**src/design/ilcs_pkg.sv**
```systemverilog
`default_nettype none
package ilcs_pkg;

    localparam logic [7:0] PROTO_ICMP = 8'h01;
    localparam logic [7:0] PROTO_TCP  = 8'h06;
    localparam logic [7:0] PROTO_UDP  = 8'h11;

    localparam logic [3:0] MIN_IHL = 4'd5;

    // word positions inside the IPv4 header
    localparam logic [15:0] W_VER_IHL  = 16'd0;
    localparam logic [15:0] W_TOT_LEN  = 16'd1;
    localparam logic [15:0] W_PROTO    = 16'd4;
    localparam logic [15:0] W_HDR_CSUM = 16'd5;
    localparam logic [15:0] W_SRC_HI   = 16'd6;
    localparam logic [15:0] W_DST_LO   = 16'd9;
    localparam logic [15:0] W_MAX      = 16'hffff;

    // word positions inside the transport header
    localparam logic [15:0] T_UDP_LEN  = 16'd2;
    localparam logic [15:0] T_UDP_CSUM = 16'd3;
    localparam logic [15:0] T_TCP_CSUM = 16'd8;

    localparam logic [16:0] BYTES_MAX  = 17'h1ffff;
    localparam logic [16:0] UDP_HDR_TO_LEN = 17'd6;

    typedef enum logic [2:0] {
        STAT_TCP_DONE  = 3'd0,
        STAT_UDP_DONE  = 3'd1,
        STAT_ICMP_SKIP = 3'd2,
        STAT_UNHANDLED = 3'd3,
        STAT_TRUNCATED = 3'd4
    } status_t;

    // packet totals handed over on the last word
    typedef struct packed {
        logic [20:0] header_sum;
        logic [31:0] transport_sum;
        logic [3:0]  header_words;
        logic [15:0] total_length;
        logic [7:0]  protocol_number;
        logic [15:0] transport_length;
        logic [16:0] bytes_seen;
        logic [15:0] udp_port0;
        logic [15:0] udp_port1;
    } totals_t;

    typedef struct packed {
        logic [20:0] header_sum;
        logic        header_complete;
        logic [31:0] l4_sum;
        status_t     status;
    } sums_t;

    // bytes of transport word t that lie inside len
    function automatic logic [15:0] in_length(input logic [15:0] d, input logic [15:0] t,
                                              input logic [15:0] len);
        logic [16:0] b0;
        logic [16:0] b1;
        logic [15:0] v;
        b0 = {t, 1'b0};
        b1 = {t, 1'b1};
        v  = '0;
        if (b0 < {1'b0, len}) v[15:8] = d[15:8];
        if (b1 < {1'b0, len}) v[7:0] = d[7:0];
        return v;
    endfunction

    function automatic logic [15:0] fold_not(input logic [31:0] s);
        logic [16:0] s1;
        logic [15:0] s2;
        s1 = {1'b0, s[15:0]} + {1'b0, s[31:16]};
        s2 = s1[15:0] + {15'b0, s1[16]};
        return ~s2;
    endfunction

endpackage
`default_nettype wire

```
**src/design/ipv4_l4_checksum_engine.sv**
```systemverilog
// IPv4 header and TCP/UDP checksum engine.
// s_ channel: one 16-bit packet word per item, big-endian, starting at the IP header.
//   s_tuser carries the count of valid bytes (1 = upper byte only), s_tlast ends the packet.
// m_ channel: one item per packet, issued for the word marked last. m_tdata holds the
//   IP header checksum (low half) and the TCP/UDP checksum (high half); m_tuser holds
//   the status: TCP done, UDP done, ICMP skipped, unhandled protocol or truncated.
// Throughput: one word per clock, back to back, across packet boundaries, unless a held-low m_tready fills the stages.
// The result passes three register stages in order: the word sum, then the
//   pseudo-header sum and length checks, then the fold.
// Reset (aresetn low, synchronous) empties the pipeline and clears the packet totals.
// When m_tready is held low, the three stages fill and s_tready drops; no item is lost.
`default_nettype none
module ipv4_l4_checksum_engine (
    input  wire logic        aclk,
    input  wire logic        aresetn,
    input  wire logic        s_tvalid,
    output logic             s_tready,
    input  wire logic [15:0] s_tdata,   // [15:0] data_word
    input  wire logic [1:0]  s_tuser,   // [1:0] valid_bytes
    input  wire logic        s_tlast,   // last_word
    output logic             m_tvalid,
    input  wire logic        m_tready,
    output logic [31:0]      m_tdata,   // [15:0] ip_header_checksum, [31:16] l4_checksum
    output logic [2:0]       m_tuser    // [2:0] status
);
    import ilcs_pkg::*;

    logic    word_accept;
    logic    tot_valid, tot_ready;
    totals_t tot;
    logic    sums_valid, sums_ready;
    sums_t   sums;

    assign s_tready    = !tot_valid || tot_ready;
    assign word_accept = s_tvalid && s_tready;

    ilcs_accum u_accum (
        .aclk             (aclk),
        .aresetn          (aresetn),
        .word_accept      (word_accept),
        .word_data        (s_tdata),
        .word_valid_bytes (s_tuser),
        .word_last        (s_tlast),
        .tot_ready        (tot_ready),
        .tot_valid        (tot_valid),
        .tot              (tot)
    );

    ilcs_sum u_sum (
        .aclk       (aclk),
        .aresetn    (aresetn),
        .tot_valid  (tot_valid),
        .tot        (tot),
        .tot_ready  (tot_ready),
        .sums_ready (sums_ready),
        .sums_valid (sums_valid),
        .sums       (sums)
    );

    ilcs_fold u_fold (
        .aclk        (aclk),
        .aresetn     (aresetn),
        .sums_valid  (sums_valid),
        .sums        (sums),
        .sums_ready  (sums_ready),
        .res_valid   (m_tvalid),
        .res_ready   (m_tready),
        .res_ip_csum (m_tdata[15:0]),
        .res_l4_csum (m_tdata[31:16]),
        .res_status  (m_tuser)
    );

    // input only stalls once every stage holds a result
    a_stall_full: assert property (@(posedge aclk) disable iff (!aresetn)
        !s_tready |-> (m_tvalid && !m_tready))
        else $error("input stalled with room in the pipeline");

    a_l4_zero: assert property (@(posedge aclk) disable iff (!aresetn)
        (m_tvalid && m_tuser != STAT_TCP_DONE && m_tuser != STAT_UDP_DONE)
            |-> (m_tdata[31:16] == 16'h0000))
        else $error("transport checksum set for a packet without one");

    a_udp_nonzero: assert property (@(posedge aclk) disable iff (!aresetn)
        (m_tvalid && m_tuser == STAT_UDP_DONE) |-> (m_tdata[31:16] != 16'h0000))
        else $error("UDP checksum of zero emitted");

    a_last_result: assert property (@(posedge aclk) disable iff (!aresetn)
        (s_tvalid && s_tready && s_tlast) |=> tot_valid)
        else $error("last word gave no packet totals");

endmodule
`default_nettype wire

```
**src/design/ilcs_accum.sv**
```systemverilog
`default_nettype none
module ilcs_accum (
    input  wire logic            aclk,
    input  wire logic            aresetn,
    input  wire logic            word_accept,
    input  wire logic [15:0]     word_data,
    input  wire logic [1:0]      word_valid_bytes,
    input  wire logic            word_last,
    input  wire logic            tot_ready,
    output logic                 tot_valid,
    output ilcs_pkg::totals_t    tot
);
    import ilcs_pkg::*;

    logic [15:0] word_index_reg, word_index_next;
    logic [3:0]  header_words_reg, header_words_next;
    logic [15:0] total_length_reg, total_length_next;
    logic [7:0]  protocol_reg, protocol_next;
    logic [20:0] header_sum_reg, header_sum_next;
    logic [31:0] transport_sum_reg, transport_sum_next;
    logic [15:0] transport_length_reg, transport_length_next;
    logic [16:0] bytes_seen_next;
    logic [15:0] udp_port0_reg, udp_port0_next;
    logic [15:0] udp_port1_reg, udp_port1_next;
    logic        tot_valid_reg;
    totals_t     tot_reg;

    logic [15:0] d;
    logic        single;
    logic [4:0]  hdrw;
    logic [15:0] t;
    logic [17:0] end_bytes;

    always_comb begin
        single = (word_valid_bytes == 2'd1);
        d      = single ? {word_data[15:8], 8'h00} : word_data;

        header_words_next     = header_words_reg;
        total_length_next     = total_length_reg;
        protocol_next         = protocol_reg;
        header_sum_next       = header_sum_reg;
        transport_sum_next    = transport_sum_reg;
        transport_length_next = transport_length_reg;
        udp_port0_next        = udp_port0_reg;
        udp_port1_next        = udp_port1_reg;

        if (word_index_reg == W_VER_IHL) begin
            header_words_next = (d[11:8] < MIN_IHL) ? MIN_IHL : d[11:8];
        end
        if (word_index_reg == W_TOT_LEN) begin
            total_length_next = d;
        end
        if (word_index_reg == W_PROTO) begin
            protocol_next = d[7:0];
            if (d[7:0] == PROTO_TCP) begin
                transport_length_next = total_length_reg - {10'b0, header_words_next, 2'b00};
            end
        end

        hdrw = {header_words_next, 1'b0};
        t    = word_index_reg - {11'b0, hdrw};

        if (word_index_reg < {11'b0, hdrw}) begin
            if (word_index_reg != W_HDR_CSUM) begin
                header_sum_next = header_sum_reg + {5'b0, d};
            end
            if (word_index_reg >= W_SRC_HI && word_index_reg <= W_DST_LO) begin
                transport_sum_next = transport_sum_reg + {16'b0, d};
            end
        end else if (protocol_next == PROTO_TCP) begin
            if (t != T_TCP_CSUM) begin
                transport_sum_next = transport_sum_reg
                                   + {16'b0, in_length(d, t, transport_length_next)};
            end
        end else if (protocol_next == PROTO_UDP) begin
            if (t < T_UDP_LEN) begin
                if (t[0]) udp_port1_next = d;
                else      udp_port0_next = d;
            end else begin
                if (t == T_UDP_LEN) transport_length_next = d;
                if (t != T_UDP_CSUM) begin
                    transport_sum_next = transport_sum_reg
                                       + {16'b0, in_length(d, t, transport_length_next)};
                end
            end
        end

        end_bytes       = {1'b0, word_index_reg, 1'b0} + (single ? 18'd1 : 18'd2);
        bytes_seen_next = (end_bytes > {1'b0, BYTES_MAX}) ? BYTES_MAX : end_bytes[16:0];
        word_index_next = (word_index_reg != W_MAX) ? word_index_reg + 16'd1 : word_index_reg;
    end

    always_ff @(posedge aclk) begin
        if (!aresetn) begin
            word_index_reg       <= '0;
            header_words_reg     <= '0;
            total_length_reg     <= '0;
            protocol_reg         <= '0;
            header_sum_reg       <= '0;
            transport_sum_reg    <= '0;
            transport_length_reg <= '0;
            udp_port0_reg        <= '0;
            udp_port1_reg        <= '0;
            tot_valid_reg        <= 1'b0;
        end else begin
            if (word_accept && word_last) begin
                tot_valid_reg <= 1'b1;
            end else if (tot_ready) begin
                tot_valid_reg <= 1'b0;
            end
            if (word_accept) begin
                if (word_last) begin
                    word_index_reg       <= '0;
                    header_words_reg     <= '0;
                    total_length_reg     <= '0;
                    protocol_reg         <= '0;
                    header_sum_reg       <= '0;
                    transport_sum_reg    <= '0;
                    transport_length_reg <= '0;
                    udp_port0_reg        <= '0;
                    udp_port1_reg        <= '0;
                end else begin
                    word_index_reg       <= word_index_next;
                    header_words_reg     <= header_words_next;
                    total_length_reg     <= total_length_next;
                    protocol_reg         <= protocol_next;
                    header_sum_reg       <= header_sum_next;
                    transport_sum_reg    <= transport_sum_next;
                    transport_length_reg <= transport_length_next;
                    udp_port0_reg        <= udp_port0_next;
                    udp_port1_reg        <= udp_port1_next;
                end
            end
        end
    end

    always_ff @(posedge aclk) begin
        if (word_accept && word_last) begin
            tot_reg.header_sum       <= header_sum_next;
            tot_reg.transport_sum    <= transport_sum_next;
            tot_reg.header_words     <= header_words_next;
            tot_reg.total_length     <= total_length_next;
            tot_reg.protocol_number  <= protocol_next;
            tot_reg.transport_length <= transport_length_next;
            tot_reg.bytes_seen       <= bytes_seen_next;
            tot_reg.udp_port0        <= udp_port0_next;
            tot_reg.udp_port1        <= udp_port1_next;
        end
    end

    assign tot_valid = tot_valid_reg;
    assign tot       = tot_reg;

endmodule
`default_nettype wire

```
**src/design/ilcs_sum.sv**
```systemverilog
`default_nettype none
module ilcs_sum (
    input  wire logic               aclk,
    input  wire logic               aresetn,
    input  wire logic               tot_valid,
    input  wire ilcs_pkg::totals_t  tot,
    output logic                    tot_ready,
    input  wire logic               sums_ready,
    output logic                    sums_valid,
    output ilcs_pkg::sums_t         sums
);
    import ilcs_pkg::*;

    logic        sums_valid_reg;
    sums_t       sums_reg, sums_next;
    logic [16:0] hb;
    logic [16:0] hb_tl;
    logic        trunc;
    logic [31:0] base_sum;

    always_comb begin
        hb       = {11'b0, tot.header_words, 2'b00};
        hb_tl    = hb + {1'b0, tot.transport_length};
        trunc    = (tot.bytes_seen < hb) || (tot.bytes_seen < {1'b0, tot.total_length});
        base_sum = tot.transport_sum + {24'b0, tot.protocol_number}
                 + {16'b0, tot.transport_length};

        sums_next.header_sum      = tot.header_sum;
        sums_next.header_complete = (tot.bytes_seen >= hb);
        sums_next.l4_sum          = base_sum;

        if (tot.protocol_number == PROTO_TCP) begin
            if (tot.bytes_seen < hb_tl) trunc = 1'b1;
        end else if (tot.protocol_number == PROTO_UDP) begin
            if (tot.bytes_seen < hb + UDP_HDR_TO_LEN || tot.bytes_seen < hb_tl) trunc = 1'b1;
            sums_next.l4_sum = base_sum
                + {16'b0, in_length(tot.udp_port0, 16'd0, tot.transport_length)}
                + {16'b0, in_length(tot.udp_port1, 16'd1, tot.transport_length)};
        end

        if (trunc)                                   sums_next.status = STAT_TRUNCATED;
        else if (tot.protocol_number == PROTO_TCP)   sums_next.status = STAT_TCP_DONE;
        else if (tot.protocol_number == PROTO_UDP)   sums_next.status = STAT_UDP_DONE;
        else if (tot.protocol_number == PROTO_ICMP)  sums_next.status = STAT_ICMP_SKIP;
        else                                         sums_next.status = STAT_UNHANDLED;
    end

    assign tot_ready = !sums_valid_reg || sums_ready;

    always_ff @(posedge aclk) begin
        if (!aresetn) begin
            sums_valid_reg <= 1'b0;
        end else if (tot_ready) begin
            sums_valid_reg <= tot_valid;
        end
    end

    always_ff @(posedge aclk) begin
        if (tot_ready && tot_valid) begin
            sums_reg <= sums_next;
        end
    end

    assign sums_valid = sums_valid_reg;
    assign sums       = sums_reg;

endmodule
`default_nettype wire

```
**src/design/ilcs_fold.sv**
```systemverilog
`default_nettype none
module ilcs_fold (
    input  wire logic             aclk,
    input  wire logic             aresetn,
    input  wire logic             sums_valid,
    input  wire ilcs_pkg::sums_t  sums,
    output logic                  sums_ready,
    output logic                  res_valid,
    input  wire logic             res_ready,
    output logic [15:0]           res_ip_csum,
    output logic [15:0]           res_l4_csum,
    output logic [2:0]            res_status
);
    import ilcs_pkg::*;

    logic        res_valid_reg;
    logic [15:0] ip_csum_reg, ip_csum_next;
    logic [15:0] l4_csum_reg, l4_csum_next;
    logic [2:0]  status_reg;
    logic [15:0] l4_fold;

    always_comb begin
        ip_csum_next = sums.header_complete ? fold_not({11'b0, sums.header_sum}) : 16'h0000;
        l4_fold      = fold_not(sums.l4_sum);
        case (sums.status)
            STAT_TCP_DONE: l4_csum_next = l4_fold;
            STAT_UDP_DONE: l4_csum_next = (l4_fold == 16'h0000) ? 16'hffff : l4_fold;
            default:       l4_csum_next = 16'h0000;
        endcase
    end

    assign sums_ready = !res_valid_reg || res_ready;

    always_ff @(posedge aclk) begin
        if (!aresetn) begin
            res_valid_reg <= 1'b0;
        end else if (sums_ready) begin
            res_valid_reg <= sums_valid;
        end
    end

    always_ff @(posedge aclk) begin
        if (sums_ready && sums_valid) begin
            ip_csum_reg <= ip_csum_next;
            l4_csum_reg <= l4_csum_next;
            status_reg  <= sums.status;
        end
    end

    assign res_valid   = res_valid_reg;
    assign res_ip_csum = ip_csum_reg;
    assign res_l4_csum = l4_csum_reg;
    assign res_status  = status_reg;

endmodule
`default_nettype wire

```
**config.mk**
```make
export PLATFORM = sky130hd
export DESIGN_NAME = ipv4_l4_checksum_engine
export DESIGN_NICKNAME = d
export VERILOG_FILES = /design/src/design/ilcs_pkg.sv /design/src/design/ipv4_l4_checksum_engine.sv /design/src/design/ilcs_accum.sv /design/src/design/ilcs_sum.sv /design/src/design/ilcs_fold.sv
export SDC_FILE = /design/constraint.sdc
export NUM_CORES = 1
export LEC_CHECK = 0
export BUFFER_PORTS_ARGS = -buffer_cell sky130_fd_sc_hd__buf_2
export CAP_MARGIN = 20
export CORE_MARGIN = 4
export CORE_UTILIZATION = 40
export DETAILED_ROUTE_END_ITERATION = 16
export HOLD_SLACK_MARGIN = 0.08
export PLACE_DENSITY_LB_ADDON = 0.08
export REMOVE_ABC_BUFFERS = 1
export SLEW_MARGIN = 25
export SYNTH_ARGS = -nofsm -noshare
export SYNTH_HDL_FRONTEND = slang
export SYNTH_HIERARCHICAL = 1
export SYNTH_SLANG_ARGS = --single-unit
```
**constraint.sdc**
```tcl
create_clock -name aclk -period 31.4 [get_ports aclk]
set_input_delay 4.71 -clock aclk [delete_from_list [all_inputs] [get_ports aclk]]
set_output_delay 4.71 -clock aclk [all_outputs]
set_load 0.02 [all_outputs]
```
==> impl_metrics.py, run 1 <==
metrics = {
    "floorplanning": {
        "die_area_um2": 73900,
        "die_w_um": 272,
        "core_area_um2": 68800,
        "rows": 96,
        "ios": 60,
        "initial_core_util": 0.405,
        "die_y_um": 272,
    },
    "clock_network": {
        "cts.clk_slew.worst_paths_ns": 0.06,
        "cts_max_path_buffers": 3,
        "clkLatencyLatePin_ns": 0.60,
        "cts_max_level": 2,
        "cts_tree": "yes",
        "cts_buffers": 46,
        "hold_buffers": 0,
        "post-cts-setup-buffers": 0,
        "cts_resized": 0,
        "clockRootBuffer": "clkbuf_16",
        "clock-sinks": 386,
    },
    "drt": {
        "first_pass_iters": 6,
        "wire_per_inst_um": 22.8,
        "drc": 0,
        "drt_iter0_markers": 1989,
        "vias_per_cell": 5.77,
        "routed_wl_mm": 91.4,
        "final_antenna_net_count": 0,
        "dr_total_vias": 23200,
    },
    "synth": {
        "synth_top_cell_by_area": "edfxtp_1",
        "synth_edf_count": 238,
        "netlist_area_um2": 27800,
        "async_flop_share": 0,
        "synthCells": 3037,
        "postSynthAreaPerCell_um2": 9.17,
        "yosys.area.top_type_share": 0.257,
        "ys_seq_elements": 386,
        "yosysWarnings": 6,
        "ys_seq_area_frac": 0.363,
        "synthDistinctLibCells": 121,
        "synth_area_leaders": "edfxtp_1, dfxtp_1, ha_1",
        "synth_ff_type": "edfxtp_1",
    },
    "timing": {
        "fin_crit_ns": 14.02,
        "setup_violations": 0,
        "worst_slew_pin_slew_ns": 1.04,
        "final.setup_skew_ns": 0.0238,
        "relSlewSlack": 0.301,
        "fmaxAchievable_ghz": 0.0713,
        "hold_viol": 0,
        "fin_crit_sh": 0.447,
        "rsz0062_at_grt": "false",
        "slew_viol_final": 0,
        "setup_tns_ns": 0,
    },
    "setup_path": {
        "cp.arrival_ns": 14.37,
        "startpoint": "s_tdata[11]",
        "critPathLaunchType": "primary input",
        "timing.rr.start": "u_accum/word_index_reg[0]$_SDFFE_PN0P_",
        "critical_path_required_ns": 31.74,
        "crit_fanout": 29,
        "cpPeakStageDelay_ns": 0.82,
        "critical_path.endpoint_type": "flop",
        "critPathKind": "primary input to flop",
        "critical-path-slowest-cell": "a211oi_2",
        "cpMostUsedCell": "a21oi_1",
    },
    "grt": {
        "grtUsageTotal": 0.242,
        "grt-ovfl-total": 0,
        "grt_start_max_net_pins": 75,
        "antenna_found_initial": 3,
        "grt_pass1_wl_mm": 138,
        "grt_pass1_vias": 22200,
    },
    "power": {
        "irDropWorstVdd_mv": 0.0448,
        "power_density_nw_per_um2": 45.6,
        "total_leakage_power_nw": 12.0,
    },
    "placed_design": {
        "hpwlAfterDp_mm": 68.8,
        "place_congestion": 0.906,
        "dp.cells": 3929,
        "io_buffers": 59,
    },
    "final_layout": {
        "drive_above_1_share": 0.103,
        "fin_cells": 4016,
        "num-nets-final": 3321,
        "syn_to_final_growth_pct": 10.2,
        "largest_reg_flops": 146,
        "n_fill_cell": 6667,
    },
    "min_path": {
        "hold_path.class": "flop to flop",
        "hold_start": "u_accum/tot[132]$_DFFE_PP_",
    },
    "job": {
        "maxCapViolations": 0,
    },
    "status": {
        "status": "finished clean",
    },
}
## where the power goes
group / switching [mW] / internal, mW
logic: 0.156 / 0.0890
clock network: 0.231 / 0.357
registers: 0.0122 / 0.554
total: 0.400 / 1.00
## cells in the final DEF, fill, tap and decap left out, types with 15 or more instances in the layout
cell and count:
a211oi_1 32, a21o_1 60, a21oi_1 189, a22oi_1 73, a31oi_1 23, and2_1 42
and3_1 26, buf_2 59, buf_4 32, clkbuf_16 49, dfxtp_1 148, edfxtp_1 238
fa_1 34, ha_1 218, inv_1 126, mux2_2 33, mux2i_1 19, nand2_1 306
nand2b_1 34, nand3_1 92, nand4_1 37, nor2_1 290, nor2b_1 32, nor3_1 50
nor4_1 21, o211ai_1 18, o21a_1 30, o21ai_0 152, o22ai_1 17, o31ai_1 16
or2_2 21, or3_1 36, or4_1 15, xnor2_1 127, xor2_1 83
## critical path, delay by kind of cell
kind            cells  cell delay [ns]
compound gates     21             5.79
simple gates       11             1.80
buf+inv             3             0.92
fa+ha+maj           3             0.77
xor+xnor            2             0.30
## cell usage after synthesis (32+ instances only)
library cell  instances
a211oi_1             34
a21o_1               60
a21oi_1             189
a22oi_1              73
and2_1               44
clkbuf_1             91
dfxtp_1             148
edfxtp_1            238
fa_1                 34
ha_1                218
inv_1               128
mux2_2               33
nand2_1             306
nand2b_1             34
nand3_1              92
nand4_1              37
nor2_1              291
nor2b_1              32
nor3_1               50
o21ai_0             152
or3_1                36
xnor2_1             127
xor2_1               84
## per-layer routing
metal  track usage  routed length (µm)  vias up
met1         0.330               41100    11300
met4        0.0779                2840        2
li1              -                   -    11100
met3        0.0448                5590      120
met5             0                  15        -
met2         0.390               41900      678
## path summary, 6_finish.rpt
check / to / slack [ns] / cells after the start
max: u_accum/tot[119]$_DFFE_PP_ / 17.38 / 40
min: u_sum/sums[43]$_DFFE_PP_ / 0.42 / 0
max reg2reg: u_accum/tot[119]$_DFFE_PP_ / 19.68 / 41
min reg2reg: u_sum/sums[43]$_DFFE_PP_ / 0.42 / 0
## logic make-up after synthesis
family          share of synthesized area
buf+inv                            0.0391
xor+xnor                           0.0678
simple gates                        0.197
mux                                0.0220
fa+ha+maj                           0.123
compound gates                      0.188
flops                               0.363
## metrics by stage
stage	instance area, µm²	utilization	setup WS (ns)	total power [mW]	hold slack [ns]
2_1_floorplan	27300	-	18.17	0.746	0.400
3_3_place_gp	29000	0.421	17.03	0.818	0.401
3_5_place_dp	29000	0.421	16.88	0.821	0.405
4_1_cts	30700	0.446	17.46	1.41	0.418
5_1_grt	30700	0.446	16.43	1.47	0.423
6_report	30700	0.446	17.38	1.40	0.417
## final cells by class
type	instances	area [µm²]	area share
clock buffers	61	1320	0.0431
clock inverters	25	348	0.0113
diodes	1	2.50	0.0000816
repair buffers	91	536	0.0175
well taps	931	1160	0.0380
inverters	133	505	0.0165
flip-flops and latches	386	10100	0.330
multi-input cells	2388	16700	0.544
(Power assumes the default switching activity.)
==> run 2, diff against run 1 <==
==> constraint.sdc (replaced) <==
create_clock -name aclk -period 13.9 [get_ports aclk]
set_input_delay 2.085 -clock aclk [delete_from_list [all_inputs] [get_ports aclk]]
set_output_delay 2.085 -clock aclk [all_outputs]
set_load 0.02 [all_outputs]
==> impl_metrics.py, run 2 (same netlist as run 1, synthesis figures left out) <==
metrics = {
    "final_layout": {
        "syn_to_final_growth_pct": 9.80,
        "drive_above_1_share": 0.101,
        "final_util": 0.444,
        "mostFrequentLayoutCells": "nand2_1, nor2_1, edfxtp_1",
        "final_common_cell": "nand2_1",
        "antenna_cells": 0,
        "num-nets-final": 3324,
        "largest_reg_flops": 146,
        "fin_cells": 4019,
    },
    "min_path": {
        "hold_path.class": "flop to flop",
        "holdPathStages": 0,
    },
    "drt": {
        "first_pass_iters": 5,
        "dr_total_vias": 23300,
        "route.met3.wl_mm": 4.95,
        "routed_wl_mm": 91.6,
        "met1_length_mm": 41.7,
        "wire_per_inst_um": 22.8,
        "vias_per_cell": 5.81,
        "drc": 0,
        "top_layer": "met5",
        "wl_met2_mm": 42.5,
        "final_antenna_net_count": 0,
        "drt_iter0_markers": 2074,
    },
    "clock_network": {
        "clock-sinks": 386,
        "hold_buffers": 0,
        "cts_tree": "yes",
        "clkLatencyLatePin_ns": 0.59,
        "cts_max_path_buffers": 3,
        "clockRootBuffer": "clkbuf_16",
        "cts_resized": 0,
        "cts.clk_slew.worst_paths_ns": 0.06,
        "cts_buffers": 47,
        "cts_max_level": 2,
        "post-cts-setup-buffers": 0,
    },
    "setup_path": {
        "critical-path-slowest-cell": "a211oi_2",
        "critPathKind": "flop to flop",
        "cp_top_family": "compound AO/OA/AOI/OAI gates",
        "reg2reg_depth": 42,
        "crit_fanout": 29,
        "critical_path_required_ns": 14.23,
        "timing.rr.start": "u_accum/word_index_reg[0]$_SDFFE_PN0P_",
        "endpoint": "u_accum/tot[117]$_DFFE_PP_",
        "cp_num_buf_inv": 3,
        "r2r_end": "u_accum/tot[117]$_DFFE_PP_",
        "rrSetupSlack_ns": 2.27,
        "startpoint": "u_accum/word_index_reg[0]$_SDFFE_PN0P_",
        "critical_path.endpoint_type": "flop",
        "cpPeakStageDelay_ns": 0.86,
        "path_depth": 42,
        "cp.arrival_ns": 11.96,
        "critPathLaunchType": "flop",
    },
    "timing": {
        "rsz0062_at_grt": "false",
        "fin_crit_ns": 11.63,
        "setup_violations": 0,
        "fmaxAchievable_ghz": 0.0860,
        "setup_tns_ns": 0,
        "hold_viol": 0,
        "layout_setup_ws_ns": 2.27,
        "worst_slew_pin_slew_ns": 1.02,
        "slew_viol_final": 0,
        "final.setup_skew_ns": 0.0223,
        "fin_crit_sh": 0.837,
        "relSlewSlack": 0.322,
    },
    "grt": {
        "grt_start_max_net_pins": 78,
        "grt_pass1_vias": 22400,
        "antenna_found_initial": 2,
        "grt_pass1_wl_mm": 138,
        "grtUsageTotal": 0.242,
        "grt-ovfl-total": 0,
    },
    "floorplanning": {
        "ios": 60,
        "rows": 96,
        "die_area_um2": 73900,
        "core_area_um2": 68800,
        "die_y_um": 272,
        "initial_core_util": 0.405,
        "die_w_um": 272,
    },
    "placed_design": {
        "io_buffers": 59,
        "pre_cts_ws_ns": 2.02,
        "hpwlAfterDp_mm": 68.7,
        "place_congestion": 0.949,
        "dp.cells": 3931,
    },
    "power": {
        "total_leakage_power_nw": 11.9,
        "power_mw": 3.08,
        "power_density_nw_per_um2": 101,
        "irDropWorstVdd_mv": 0.0891,
    },
    "status": {
        "status": "finished clean",
    },
    "job": {
        "maxCapViolations": 0,
    },
}
## run 2: cell count changes in the layout (fill, tap and decap cells not counted), moves of 2 or more
| cell | previous run | this run |
|---|---|---|
| clkbuf_1 | 7 | 13 |
| bufinv_16 | 7 | 2 |
| clkinv_1 | 3 | 6 |
| buf_4 | 32 | 34 |
| clkbuf_16 | 49 | 51 |
## run 2: how the worst min path moves through the flow
stage / slack (ns) / from / to
floorplan: 0.40 / u_accum/tot[125]$_DFFE_PP_ / u_sum/sums[36]$_DFFE_PP_
global placement: 0.40 / u_accum/tot[130]$_DFFE_PP_ / u_sum/sums[41]$_DFFE_PP_
detailed placement: 0.41 / u_accum/tot[139]$_DFFE_PP_ / u_sum/sums[50]$_DFFE_PP_
CTS: 0.42 / u_accum/tot[128]$_DFFE_PP_ / u_sum/sums[39]$_DFFE_PP_
global route: 0.42 / u_accum/tot[144]$_DFFE_PP_ / u_sum/sums[55]$_DFFE_PP_
finish: 0.42 / u_accum/tot[140]$_DFFE_PP_ / u_sum/sums[51]$_DFFE_PP_
## run 2: final cells by class
cell class,count,area (µm²)
clock inverters,20,186
repair buffers,93,551
fillers,6691,38300
clock buffers,68,1380
inverters,133,505
well taps,931,1160
flip-flops and latches,386,10100
multi-input cells,2388,16700
## run 2: power breakdown
group / leakage (nW) / switching, mW / internal, mW
combinational: 7.74 / 0.354 / 0.201
clock: 0.760 / 0.514 / 0.732
sequential: 3.44 / 0.0273 / 1.25
## run 2: layer usage
metal  global-route usage  up-vias
met5                    0        -
met4               0.0634        2
met3               0.0316      128
met2                0.399      721
met1                0.336    11400
li1                     -    11100
## run 2: through the flow
step | hold slack, ns | cell area [µm²]
final | 0.419 | 30600
after global routing | 0.424 | 30600
after CTS | 0.421 | 30600
after detailed placement | 0.405 | 29000
after global placement | 0.403 | 29000
after floorplan | 0.400 | 27300
